### config.mk
export PLATFORM = sky130hd
export DESIGN_NAME = chunk_stream_deframer_search
export DESIGN_NICKNAME = d
export VERILOG_FILES = /design/src/hw/rtl/csds_pkg.sv /design/src/hw/rtl/csds_cfg.sv /design/src/hw/rtl/csds_walk.sv /design/src/hw/rtl/chunk_stream_deframer_search.sv
export SDC_FILE = /design/constraint.sdc
export NUM_CORES = 1
export LEC_CHECK = 0
export BUFFER_PORTS_ARGS = -buffer_cell sky130_fd_sc_hd__buf_2
export CAP_MARGIN = 0
export CELL_PAD_IN_SITES_DETAIL_PLACEMENT = 1
export CELL_PAD_IN_SITES_GLOBAL_PLACEMENT = 1
export CORE_MARGIN = 2
export CORE_UTILIZATION = 49
export CTS_CLUSTER_SIZE = 25
export DETAILED_ROUTE_END_ITERATION = 12
export GPL_TIMING_DRIVEN = 0
export HOLD_SLACK_MARGIN = 0.02
export PLACE_DENSITY = 0.93
export SLEW_MARGIN = 40
export SYNTH_ARGS = -nofsm -noshare
export SYNTH_HDL_FRONTEND = slang
export SYNTH_SLANG_ARGS = --single-unit
### constraint.sdc
create_clock -name aclk -period 15.8 [get_ports aclk]
set_input_delay 2.37 -clock aclk [delete_from_list [all_inputs] [get_ports aclk]]
set_output_delay 2.37 -clock aclk [all_outputs]
set_load 0.05 [all_outputs]
### src/hw/rtl/csds_pkg.sv
package csds_pkg;

    // Configuration port geometry: three 32-bit registers at byte offsets 0, 4 and 8.
    localparam int CFG_ADDR_W = 4;
    localparam int CFG_DATA_W = 32;

    // Register indexes, taken from paddr[3:2].
    localparam logic [1:0] REG_REGION_LENGTH   = 2'd0;
    localparam logic [1:0] REG_TARGET_ID       = 2'd1;
    localparam logic [1:0] REG_TARGET_INSTANCE = 2'd2;

    // Byte role codes carried on tuser.
    localparam logic [1:0] ROLE_ID      = 2'd0;
    localparam logic [1:0] ROLE_LENGTH  = 2'd1;
    localparam logic [1:0] ROLE_PAYLOAD = 2'd2;
    localparam logic [1:0] ROLE_IGNORED = 2'd3;

    // Chunk id value that marks "no chunk".
    localparam logic [7:0] ID_EMPTY = 8'hFF;

    // Width of the 24-bit offset and length fields.
    localparam int FIELD_W = 24;

    // Number of region length bits the walk keeps.
    localparam int REGION_ADDR_BITS = 24;

    typedef struct packed {
        logic [FIELD_W-1:0] region_length;
        logic [7:0]         target_id;
        logic [15:0]        target_instance;
    } cfg_t;

    typedef struct packed {
        logic [1:0]         byte_role;
        logic [7:0]         owner_id;
        logic [FIELD_W-1:0] chunk_start;
        logic [FIELD_W-1:0] chunk_length;
        logic               target_hit;
        logic               region_done;
        logic               found;
        logic [FIELD_W-1:0] match_start;
        logic [FIELD_W-1:0] match_length;
        logic [FIELD_W-1:0] id_count;
        logic               stopped_early;
    } result_t;

endpackage

### src/hw/rtl/csds_cfg.sv
module csds_cfg (
    input  logic                              aclk,
    input  logic                              aresetn,
    input  logic                              psel,
    input  logic                              penable,
    input  logic                              pwrite,
    input  logic [csds_pkg::CFG_ADDR_W-1:0]   paddr,
    input  logic [csds_pkg::CFG_DATA_W-1:0]   pwdata,
    output logic [csds_pkg::CFG_DATA_W-1:0]   prdata,
    output logic                              pready,
    output csds_pkg::cfg_t                    cfg
);
    import csds_pkg::*;

    logic [FIELD_W-1:0] region_reg;
    logic [FIELD_W-1:0] region_next;
    logic [7:0]         target_id_reg;
    logic [7:0]         target_id_next;
    logic [15:0]        instance_reg;
    logic [15:0]        instance_next;
    logic               wr_en;
    logic [1:0]         reg_index;

    assign pready    = 1'b1;
    assign wr_en     = psel & penable & pwrite & pready;
    assign reg_index = paddr[3:2];

    // Register writes; the region length keeps only the address bits the walk uses.
    always_comb begin
        region_next    = region_reg;
        target_id_next = target_id_reg;
        instance_next  = instance_reg;
        if (wr_en) begin
            case (reg_index)
                REG_REGION_LENGTH: begin
                    region_next = FIELD_W'(REGION_ADDR_BITS'(pwdata[FIELD_W-1:0]));
                end
                REG_TARGET_ID: begin
                    target_id_next = pwdata[7:0];
                end
                REG_TARGET_INSTANCE: begin
                    instance_next = pwdata[15:0];
                end
                default: begin
                end
            endcase
        end
    end

    always_ff @(posedge aclk) begin
        if (!aresetn) begin
            region_reg    <= '0;
            target_id_reg <= '0;
            instance_reg  <= 16'd1;
        end else begin
            region_reg    <= region_next;
            target_id_reg <= target_id_next;
            instance_reg  <= instance_next;
        end
    end

    // Read back.
    always_comb begin
        case (reg_index)
            REG_REGION_LENGTH:   prdata = CFG_DATA_W'(region_reg);
            REG_TARGET_ID:       prdata = CFG_DATA_W'(target_id_reg);
            REG_TARGET_INSTANCE: prdata = CFG_DATA_W'(instance_reg);
            default:             prdata = '0;
        endcase
    end

    assign cfg.region_length   = region_reg;
    assign cfg.target_id       = target_id_reg;
    assign cfg.target_instance = instance_reg;

endmodule

### src/hw/rtl/csds_walk.sv
module csds_walk (
    input  logic                 aclk,
    input  logic                 aresetn,
    input  logic                 advance,
    input  logic [7:0]           data_byte,
    input  csds_pkg::cfg_t       cfg,
    output csds_pkg::result_t    result
);
    import csds_pkg::*;

    localparam int AW   = REGION_ADDR_BITS;
    localparam int AW1  = AW + 1;
    localparam int SUMW = 33;

    // Parse phase codes.
    localparam logic [2:0] PH_ID   = 3'd0;
    localparam logic [2:0] PH_LEN  = 3'd1;
    localparam logic [2:0] PH_LONG = 3'd2;
    localparam logic [2:0] PH_PAY  = 3'd3;

    logic [AW-1:0]      pos_reg,         pos_next;
    logic [2:0]         phase_reg,       phase_next;
    logic [31:0]        word_reg,        word_next;
    logic [1:0]         lbl_reg,         lbl_next;
    logic [7:0]         cur_id_reg,      cur_id_next;
    logic [AW-1:0]      cur_start_reg,   cur_start_next;
    logic [FIELD_W-1:0] pay_left_reg,    pay_left_next;
    logic [FIELD_W-1:0] occ_reg,         occ_next;
    logic               found_reg,       found_next;
    logic [AW-1:0]      found_start_reg, found_start_next;
    logic [FIELD_W-1:0] found_len_reg,   found_len_next;
    logic               stop_reg,        stop_next;

    logic [AW-1:0]      lim;
    logic [AW1-1:0]     lim_ext;
    logic [AW1-1:0]     pos_plus1;
    logic [AW1-1:0]     pos_plus2;
    logic [AW1-1:0]     pos_plus4;
    logic [SUMW-1:0]    hdr_end;
    logic               hdr_go;
    logic [30:0]        hdr_len;
    logic [1:0]         lbl_eff;
    logic [FIELD_W-1:0] pay_dec;
    logic [15:0]        inst_eff;
    logic [AW-1:0]      cs;

    assign lim       = AW'(cfg.region_length);
    assign lim_ext   = {1'b0, lim};
    assign pos_plus1 = {1'b0, pos_reg} + AW1'(1);
    assign pos_plus2 = {1'b0, pos_reg} + AW1'(2);
    assign pos_plus4 = {1'b0, pos_reg} + AW1'(4);
    assign inst_eff  = (cfg.target_instance == 16'd0) ? 16'd1 : cfg.target_instance;

    // One byte of the walk: header decode, payload count, occurrence search.
    always_comb begin
        pos_next         = pos_reg;
        phase_next       = phase_reg;
        word_next        = word_reg;
        lbl_next         = lbl_reg;
        cur_id_next      = cur_id_reg;
        cur_start_next   = cur_start_reg;
        pay_left_next    = pay_left_reg;
        occ_next         = occ_reg;
        found_next       = found_reg;
        found_start_next = found_start_reg;
        found_len_next   = found_len_reg;
        stop_next        = stop_reg;
        hdr_go           = 1'b0;
        hdr_len          = '0;
        hdr_end          = '0;
        lbl_eff          = lbl_reg;
        pay_dec          = pay_left_reg;
        cs               = '0;
        result           = '0;
        result.byte_role = ROLE_IGNORED;
        result.owner_id  = ID_EMPTY;

        if (lim != '0) begin
            if (!stop_reg) begin
                case (phase_reg)
                    PH_ID: begin
                        // A chunk needs at least an id and a length byte.
                        if (pos_plus2 > lim_ext) begin
                            stop_next = 1'b1;
                        end else begin
                            cur_id_next      = data_byte;
                            result.byte_role = ROLE_ID;
                            result.owner_id  = data_byte;
                            phase_next       = PH_LEN;
                        end
                    end
                    PH_LEN: begin
                        result.byte_role = ROLE_LENGTH;
                        result.owner_id  = cur_id_reg;
                        word_next        = 32'(data_byte);
                        if (data_byte[0]) begin
                            // Long header: three more length bytes must fit.
                            if (pos_plus4 > lim_ext) begin
                                stop_next = 1'b1;
                            end else begin
                                lbl_next   = 2'd3;
                                phase_next = PH_LONG;
                            end
                        end else begin
                            hdr_go  = 1'b1;
                            hdr_len = 31'(data_byte[7:1]);
                        end
                    end
                    PH_LONG: begin
                        result.byte_role = ROLE_LENGTH;
                        result.owner_id  = cur_id_reg;
                        lbl_eff = (lbl_reg == 2'd0) ? 2'd1 : lbl_reg;
                        // Little-endian: the first extension byte lands in bits 15:8.
                        case (lbl_eff)
                            2'd3:    word_next = word_reg | {16'd0, data_byte, 8'd0};
                            2'd2:    word_next = word_reg | {8'd0, data_byte, 16'd0};
                            default: word_next = word_reg | {data_byte, 24'd0};
                        endcase
                        lbl_next = lbl_eff - 2'd1;
                        if (lbl_eff == 2'd1) begin
                            hdr_go  = 1'b1;
                            hdr_len = word_next[31:1];
                        end
                    end
                    default: begin
                        result.byte_role    = ROLE_PAYLOAD;
                        result.owner_id     = cur_id_reg;
                        cs                  = cur_start_reg;
                        result.chunk_length = FIELD_W'(word_reg[31:1]);
                        result.target_hit   = found_reg && (found_start_reg == cur_start_reg);
                        if (pay_left_reg != '0) begin
                            pay_dec = pay_left_reg - FIELD_W'(1);
                        end
                        pay_left_next = pay_dec;
                        if (pay_dec == '0) begin
                            phase_next = PH_ID;
                        end
                    end
                endcase
            end

            // Header complete: the payload must lie inside the region.
            if (hdr_go) begin
                hdr_end = SUMW'(pos_reg) + SUMW'(1) + SUMW'(hdr_len);
                if (hdr_end > SUMW'(lim)) begin
                    stop_next = 1'b1;
                end else begin
                    cur_start_next      = pos_plus1[AW-1:0];
                    pay_left_next       = FIELD_W'(hdr_len);
                    cs                  = pos_plus1[AW-1:0];
                    result.chunk_length = FIELD_W'(hdr_len);
                    if (cur_id_reg == cfg.target_id) begin
                        if (occ_reg != {FIELD_W{1'b1}}) begin
                            occ_next = occ_reg + FIELD_W'(1);
                        end
                        if (!found_reg && occ_next == FIELD_W'(inst_eff)) begin
                            found_next        = 1'b1;
                            found_start_next  = pos_plus1[AW-1:0];
                            found_len_next    = FIELD_W'(hdr_len);
                            result.target_hit = 1'b1;
                        end
                    end
                    phase_next = (hdr_len != '0) ? PH_PAY : PH_ID;
                end
            end

            // Last byte of the region: report the summary and restart the walk.
            if (pos_plus1 >= lim_ext) begin
                result.region_done   = 1'b1;
                result.found         = found_next;
                result.match_start   = found_next ? FIELD_W'(found_start_next) : '0;
                result.match_length  = found_next ? found_len_next : '0;
                result.id_count      = occ_next;
                result.stopped_early = stop_next;
                pos_next         = '0;
                phase_next       = PH_ID;
                word_next        = '0;
                lbl_next         = '0;
                cur_id_next      = ID_EMPTY;
                cur_start_next   = '0;
                pay_left_next    = '0;
                occ_next         = '0;
                found_next       = 1'b0;
                found_start_next = '0;
                found_len_next   = '0;
                stop_next        = 1'b0;
            end else begin
                pos_next = pos_plus1[AW-1:0];
            end
        end

        result.chunk_start = FIELD_W'(cs);
    end

    // Walk state advances once per transfer out of the input register.
    always_ff @(posedge aclk) begin
        if (!aresetn) begin
            pos_reg         <= '0;
            phase_reg       <= PH_ID;
            word_reg        <= '0;
            lbl_reg         <= '0;
            cur_id_reg      <= ID_EMPTY;
            cur_start_reg   <= '0;
            pay_left_reg    <= '0;
            occ_reg         <= '0;
            found_reg       <= 1'b0;
            found_start_reg <= '0;
            found_len_reg   <= '0;
            stop_reg        <= 1'b0;
        end else if (advance) begin
            pos_reg         <= pos_next;
            phase_reg       <= phase_next;
            word_reg        <= word_next;
            lbl_reg         <= lbl_next;
            cur_id_reg      <= cur_id_next;
            cur_start_reg   <= cur_start_next;
            pay_left_reg    <= pay_left_next;
            occ_reg         <= occ_next;
            found_reg       <= found_next;
            found_start_reg <= found_start_next;
            found_len_reg   <= found_len_next;
            stop_reg        <= stop_next;
        end
    end

endmodule

### src/hw/rtl/chunk_stream_deframer_search.sv
// Chunk stream deframer with id search. Each byte of a region enters on the s_ stream and
// leaves on the m_ stream tagged with its role (id, length, payload or ignored) and the
// offset and length of its chunk; the region's last byte carries tlast and the summary:
// the count of well-formed chunks with target_id and the start and length of occurrence
// target_instance. The block takes one byte every clock cycle when not stalled and has one
// input register and one output register, with the header decode and the occurrence counter
// between them. Backpressure on m_tready stops the input only when both registers are full.
// Configuration registers are to be written over the APB port while the stream is idle, which
// the block does not enforce; a byte position at or past a shortened region end ends the region.
module chunk_stream_deframer_search (
    input  logic                              aclk,
    input  logic                              aresetn,
    // Input stream
    input  logic                              s_tvalid,
    output logic                              s_tready,
    input  logic [7:0]                        s_tdata,   // [7:0] data_byte
    // Result stream
    output logic                              m_tvalid,
    input  logic                              m_tready,
    // [7:0] owner_id, [31:8] chunk_start, [55:32] chunk_length, [56] target_hit,
    // [57] found, [81:58] match_start, [105:82] match_length, [129:106] id_count,
    // [130] stopped_early, [135:131] zero
    output logic [135:0]                      m_tdata,
    output logic [1:0]                        m_tuser,   // [1:0] byte_role
    output logic                              m_tlast,   // region_done
    // Configuration port
    input  logic                              psel,
    input  logic                              penable,
    input  logic                              pwrite,
    input  logic [csds_pkg::CFG_ADDR_W-1:0]   paddr,
    input  logic [csds_pkg::CFG_DATA_W-1:0]   pwdata,
    output logic [csds_pkg::CFG_DATA_W-1:0]   prdata,
    output logic                              pready
);
    import csds_pkg::*;

    cfg_t       cfg;
    result_t    step_result;
    result_t    out_res_reg;
    result_t    out_res_next;
    logic       in_valid_reg, in_valid_next;
    logic [7:0] in_byte_reg,  in_byte_next;
    logic       out_valid_reg, out_valid_next;
    logic       advance;

    csds_cfg u_cfg (
        .aclk    (aclk),
        .aresetn (aresetn),
        .psel    (psel),
        .penable (penable),
        .pwrite  (pwrite),
        .paddr   (paddr),
        .pwdata  (pwdata),
        .prdata  (prdata),
        .pready  (pready),
        .cfg     (cfg)
    );

    csds_walk u_walk (
        .aclk      (aclk),
        .aresetn   (aresetn),
        .advance   (advance),
        .data_byte (in_byte_reg),
        .cfg       (cfg),
        .result    (step_result)
    );

    // A byte moves from the input register to the output register when the latter frees up.
    assign advance  = in_valid_reg && (!out_valid_reg || m_tready);
    assign s_tready = !in_valid_reg || advance;

    always_comb begin
        in_valid_next = in_valid_reg;
        in_byte_next  = in_byte_reg;
        if (s_tready) begin
            in_valid_next = s_tvalid;
            in_byte_next  = s_tdata;
        end
    end

    always_comb begin
        out_valid_next = out_valid_reg;
        out_res_next   = out_res_reg;
        if (advance) begin
            out_valid_next = 1'b1;
            out_res_next   = step_result;
        end else if (m_tready) begin
            out_valid_next = 1'b0;
        end
    end

    always_ff @(posedge aclk) begin
        if (!aresetn) begin
            in_valid_reg  <= 1'b0;
            out_valid_reg <= 1'b0;
        end else begin
            in_valid_reg  <= in_valid_next;
            out_valid_reg <= out_valid_next;
        end
    end

    always_ff @(posedge aclk) begin
        in_byte_reg <= in_byte_next;
        out_res_reg <= out_res_next;
    end

    // Output packing.
    assign m_tvalid = out_valid_reg;
    assign m_tuser  = out_res_reg.byte_role;
    assign m_tlast  = out_res_reg.region_done;
    assign m_tdata  = {5'd0,
                       out_res_reg.stopped_early,
                       out_res_reg.id_count,
                       out_res_reg.match_length,
                       out_res_reg.match_start,
                       out_res_reg.found,
                       out_res_reg.target_hit,
                       out_res_reg.chunk_length,
                       out_res_reg.chunk_start,
                       out_res_reg.owner_id};

    // Ignored bytes belong to no chunk.
    assert property (@(posedge aclk) disable iff (!aresetn)
        (out_valid_reg && out_res_reg.byte_role == ROLE_IGNORED) |->
        (out_res_reg.owner_id == ID_EMPTY && out_res_reg.chunk_length == '0
         && !out_res_reg.target_hit))
        else $error("ignored byte carries chunk fields");

    // The summary is only given on the region's last byte.
    assert property (@(posedge aclk) disable iff (!aresetn)
        (out_valid_reg && !out_res_reg.region_done) |->
        (out_res_reg.id_count == '0 && !out_res_reg.found && !out_res_reg.stopped_early))
        else $error("summary fields set before the end of the region");

    // No match position is reported without a match.
    assert property (@(posedge aclk) disable iff (!aresetn)
        (out_valid_reg && !out_res_reg.found) |->
        (out_res_reg.match_start == '0 && out_res_reg.match_length == '0))
        else $error("match fields set without a found occurrence");

    // A found occurrence implies at least one counted chunk.
    assert property (@(posedge aclk) disable iff (!aresetn)
        (out_valid_reg && out_res_reg.found) |-> (out_res_reg.id_count != '0))
        else $error("found occurrence with zero id count");

endmodule

==> summary.md <==
| Metric | Value |
|---|---|
| Status | complete, no violations |
| Total track usage | 0.392 |
| CTS root buf | clkbuf_16 |
| YS warnings | 0 |
| Flip-flop and latch area | 0.00907 mm² |
| Max-slew violations | 0 |
| Most frequent cells in the layout | nor2_1, nand2_1, dfxtp_1, buf_2, a21oi_1 |
| Netlist cell types | 79 |
| Die Y | 220 µm |
| Gpl congestion | 0.959 |
| Antenna viol nets, final | 0 |
| Initial antenna violation count | 0 |
| Leading post-synthesis cells by cell area | dfxtp_1, edfxtp_1, ha_1, nor2_1, a21oi_1 |
| Max-slew headroom | 0.360 |
| First-pass GRT wire length | 145000 µm |
| DRC viols | 0 |
| FILL cells | 5504 |
| Starting DRT DRC Count | 2581 |
| RSZ-0062 raised after global routing | false |
| Placed cell count | 3482 |
| Clk_skew | 0.0216 ns |
| Max reg flops | 131 |
| Vias in the first global route | 23800 |
| Fin crit period | 9.63 ns |
| Synthesized area | 0.0229 mm² |
| Lkg Pwr | 9.88 nW |
| Leading area contributor after synthesis | dfxtp_1 |
| Syn-to-layout area delta | 15.8% |
| Starting density of the core | 0.494 |
| Top-area cell type share of the netlist area | 0.210 |
| Critical path type | reg2reg |
| Max Cap Viol | 0 |
| Final wirelength | 96500 µm |
| Port buffer count | 200 |
| H-tree levels | 2 |
| Worst slew pin tran | 0.960 ns |
| Total I/O pin count | 225 |
| Final worst slack | 6.17 ns |
| Setup-failing EPs final | 0 |
| Fin cells | 3563 |
| Detailed Place HPWL | 71200 µm |
| GRT overflow | 0 |
| Layout cells sized above 1 | 0.132 |
| Total core area | 0.0464 mm² |
| NumNets Final | 3099 |
| Async SR Flop Fraction | 0 |
| Post-CTS setup buffer count | 0 |
| Max frequency | 0.104 GHz |
| CP Launch Type | flip-flop |
| Seq cells post-synth | 382 |
| Cts repair resizes | 0 |
| Commonest non-fill, non-tap cell in the layout | nor2_1 |
| PD cells | 89.5 mW/mm² |
| EDFF count, synth | 142 |
| Clk buf depth | 3 |
| CP Max Fanout | 10 |
| VDD IR-drop max | 0.000100 V |
| Synthesized instance count | 2655 |
| CTS hold repair buffers | 0 |
| Clk_lat worst skew | 0.60 ns |
| Final period util | 0.609 |
| Cell row count | 79 |
| Syn avg cell area | 8.63 µm² |
| Register area share after synthesis | 0.396 |
| Crit. End Element | flip-flop |
| Die span in x | 220 µm |
| CTS tree | done |
| Critical path required time | 16.22 ns |
| Class of the worst hold path | reg2reg |
| Fin. Hold Viols | 0 |
| CP max stage cell | nor3_4 |
| Largest net degree at the start of global routing | 27 |
| Clock tree sinks | 382 |
| Footprint of the multi-input gates | 0.0130 mm² |
| Vias | 23300 |
| Wirelength per Cell | 27.1 µm |
| Worst Setup SP | u_walk.pos_reg[5] |
| Clock transition at path regs | 0.07 ns |
| Sum of negative setup slack | 0 ns |
| Dpl ws | 6.79 ns |
| Num CTS Buffers | 44 |
| Ys flop type | dfxtp_1 |
| DRT Pass-1 Iters | 6 |
| Vias per inst | 6.54 |
| Reg-to-reg startpoint | u_walk.pos_reg[5] |
| CP max stage delay | 0.77 ns |
| HP Start | u_walk.found_len_reg[9] |
| Critical Path AT | 10.05 ns |
| Die Area | 0.0485 mm² |
| Ant diodes | 0 |
layer usage:
metal  GRT usage  share of wire
met3      0.0634          0.077
met4       0.197          0.055
met5           0              0
met1       0.501           0.40
met2       0.642           0.47
power by group:
| part | leakage [nW] | switching [W] | internal [W] |
|---|---|---|---|
| sequential | 3.20 | 0.00000961 | 0.00104 |
| clock | 0.699 | 0.000461 | 0.000597 |
| combinational | 5.98 | 0.000213 | 0.0000544 |
| total | 9.88 | 0.000684 | 0.00169 |
layout make-up:
cell class / count / area share
buffer: 209 / 0.0354
clock buffer: 55 / 0.0442
clock inverter: 26 / 0.00990
inverter: 57 / 0.00806
multi-input combinational: 2019 / 0.490
sequential: 382 / 0.342
tap: 607 / 0.0286
timing repair buffer: 208 / 0.0424
critical path: cells and delay by family (launching register included):
kind | cells | cell delay (ns)
simple gates | 14 | 4.18
compound gates | 6 | 1.89
buf+inv | 4 | 1.80
xor+xnor | 2 | 0.71
fa+ha+maj | 2 | 0.53
flops | 1 | 0.31
cell usage after synthesis (all sizes together) (76+ instances only):
cell	number
a21oi	205
clkbuf	148
dfxtp	240
edfxtp	142
ha	126
mux2i	78
nand2	258
nor2	284
nor3	76
o21ai	145
xnor2	106
per-stage QoR:
step	utilization	power [W]	area (µm²)	hold slack, ns
6_report	0.572	0.00237	26500	0.472
5_1_grt	0.572	0.00242	26500	0.481
4_1_cts	0.570	0.00236	26400	0.469
3_5_place_dp	0.539	0.00133	25000	0.457
3_3_place_gp	0.533	0.00132	24700	0.445
2_1_floorplan	-	0.00123	23000	0.441
final timing paths:
path,endpoint,slack [ns],cells past startpoint
setup / recovery,m_tdata[55],6.17,28
setup reg to reg,m_tdata[55],6.17,28
hold / removal,u_walk.found_len_reg[9],0.47,1
hold reg to reg,u_walk.found_len_reg[9],0.47,1
logic make-up (layout without fill, tap and decap cells):
kind of cell,count (synthesis),in the layout,share of synthesized area
simple gates,978,978,0.205
mux,80,80,0.0351
xor+xnor,165,165,0.0631
fa+ha+maj,127,127,0.0697
other cells,2,14,0.000328
compound gates,655,655,0.181
flops,382,382,0.396
buf+inv,266,555,0.0502
(Power assumes the default switching activity.)
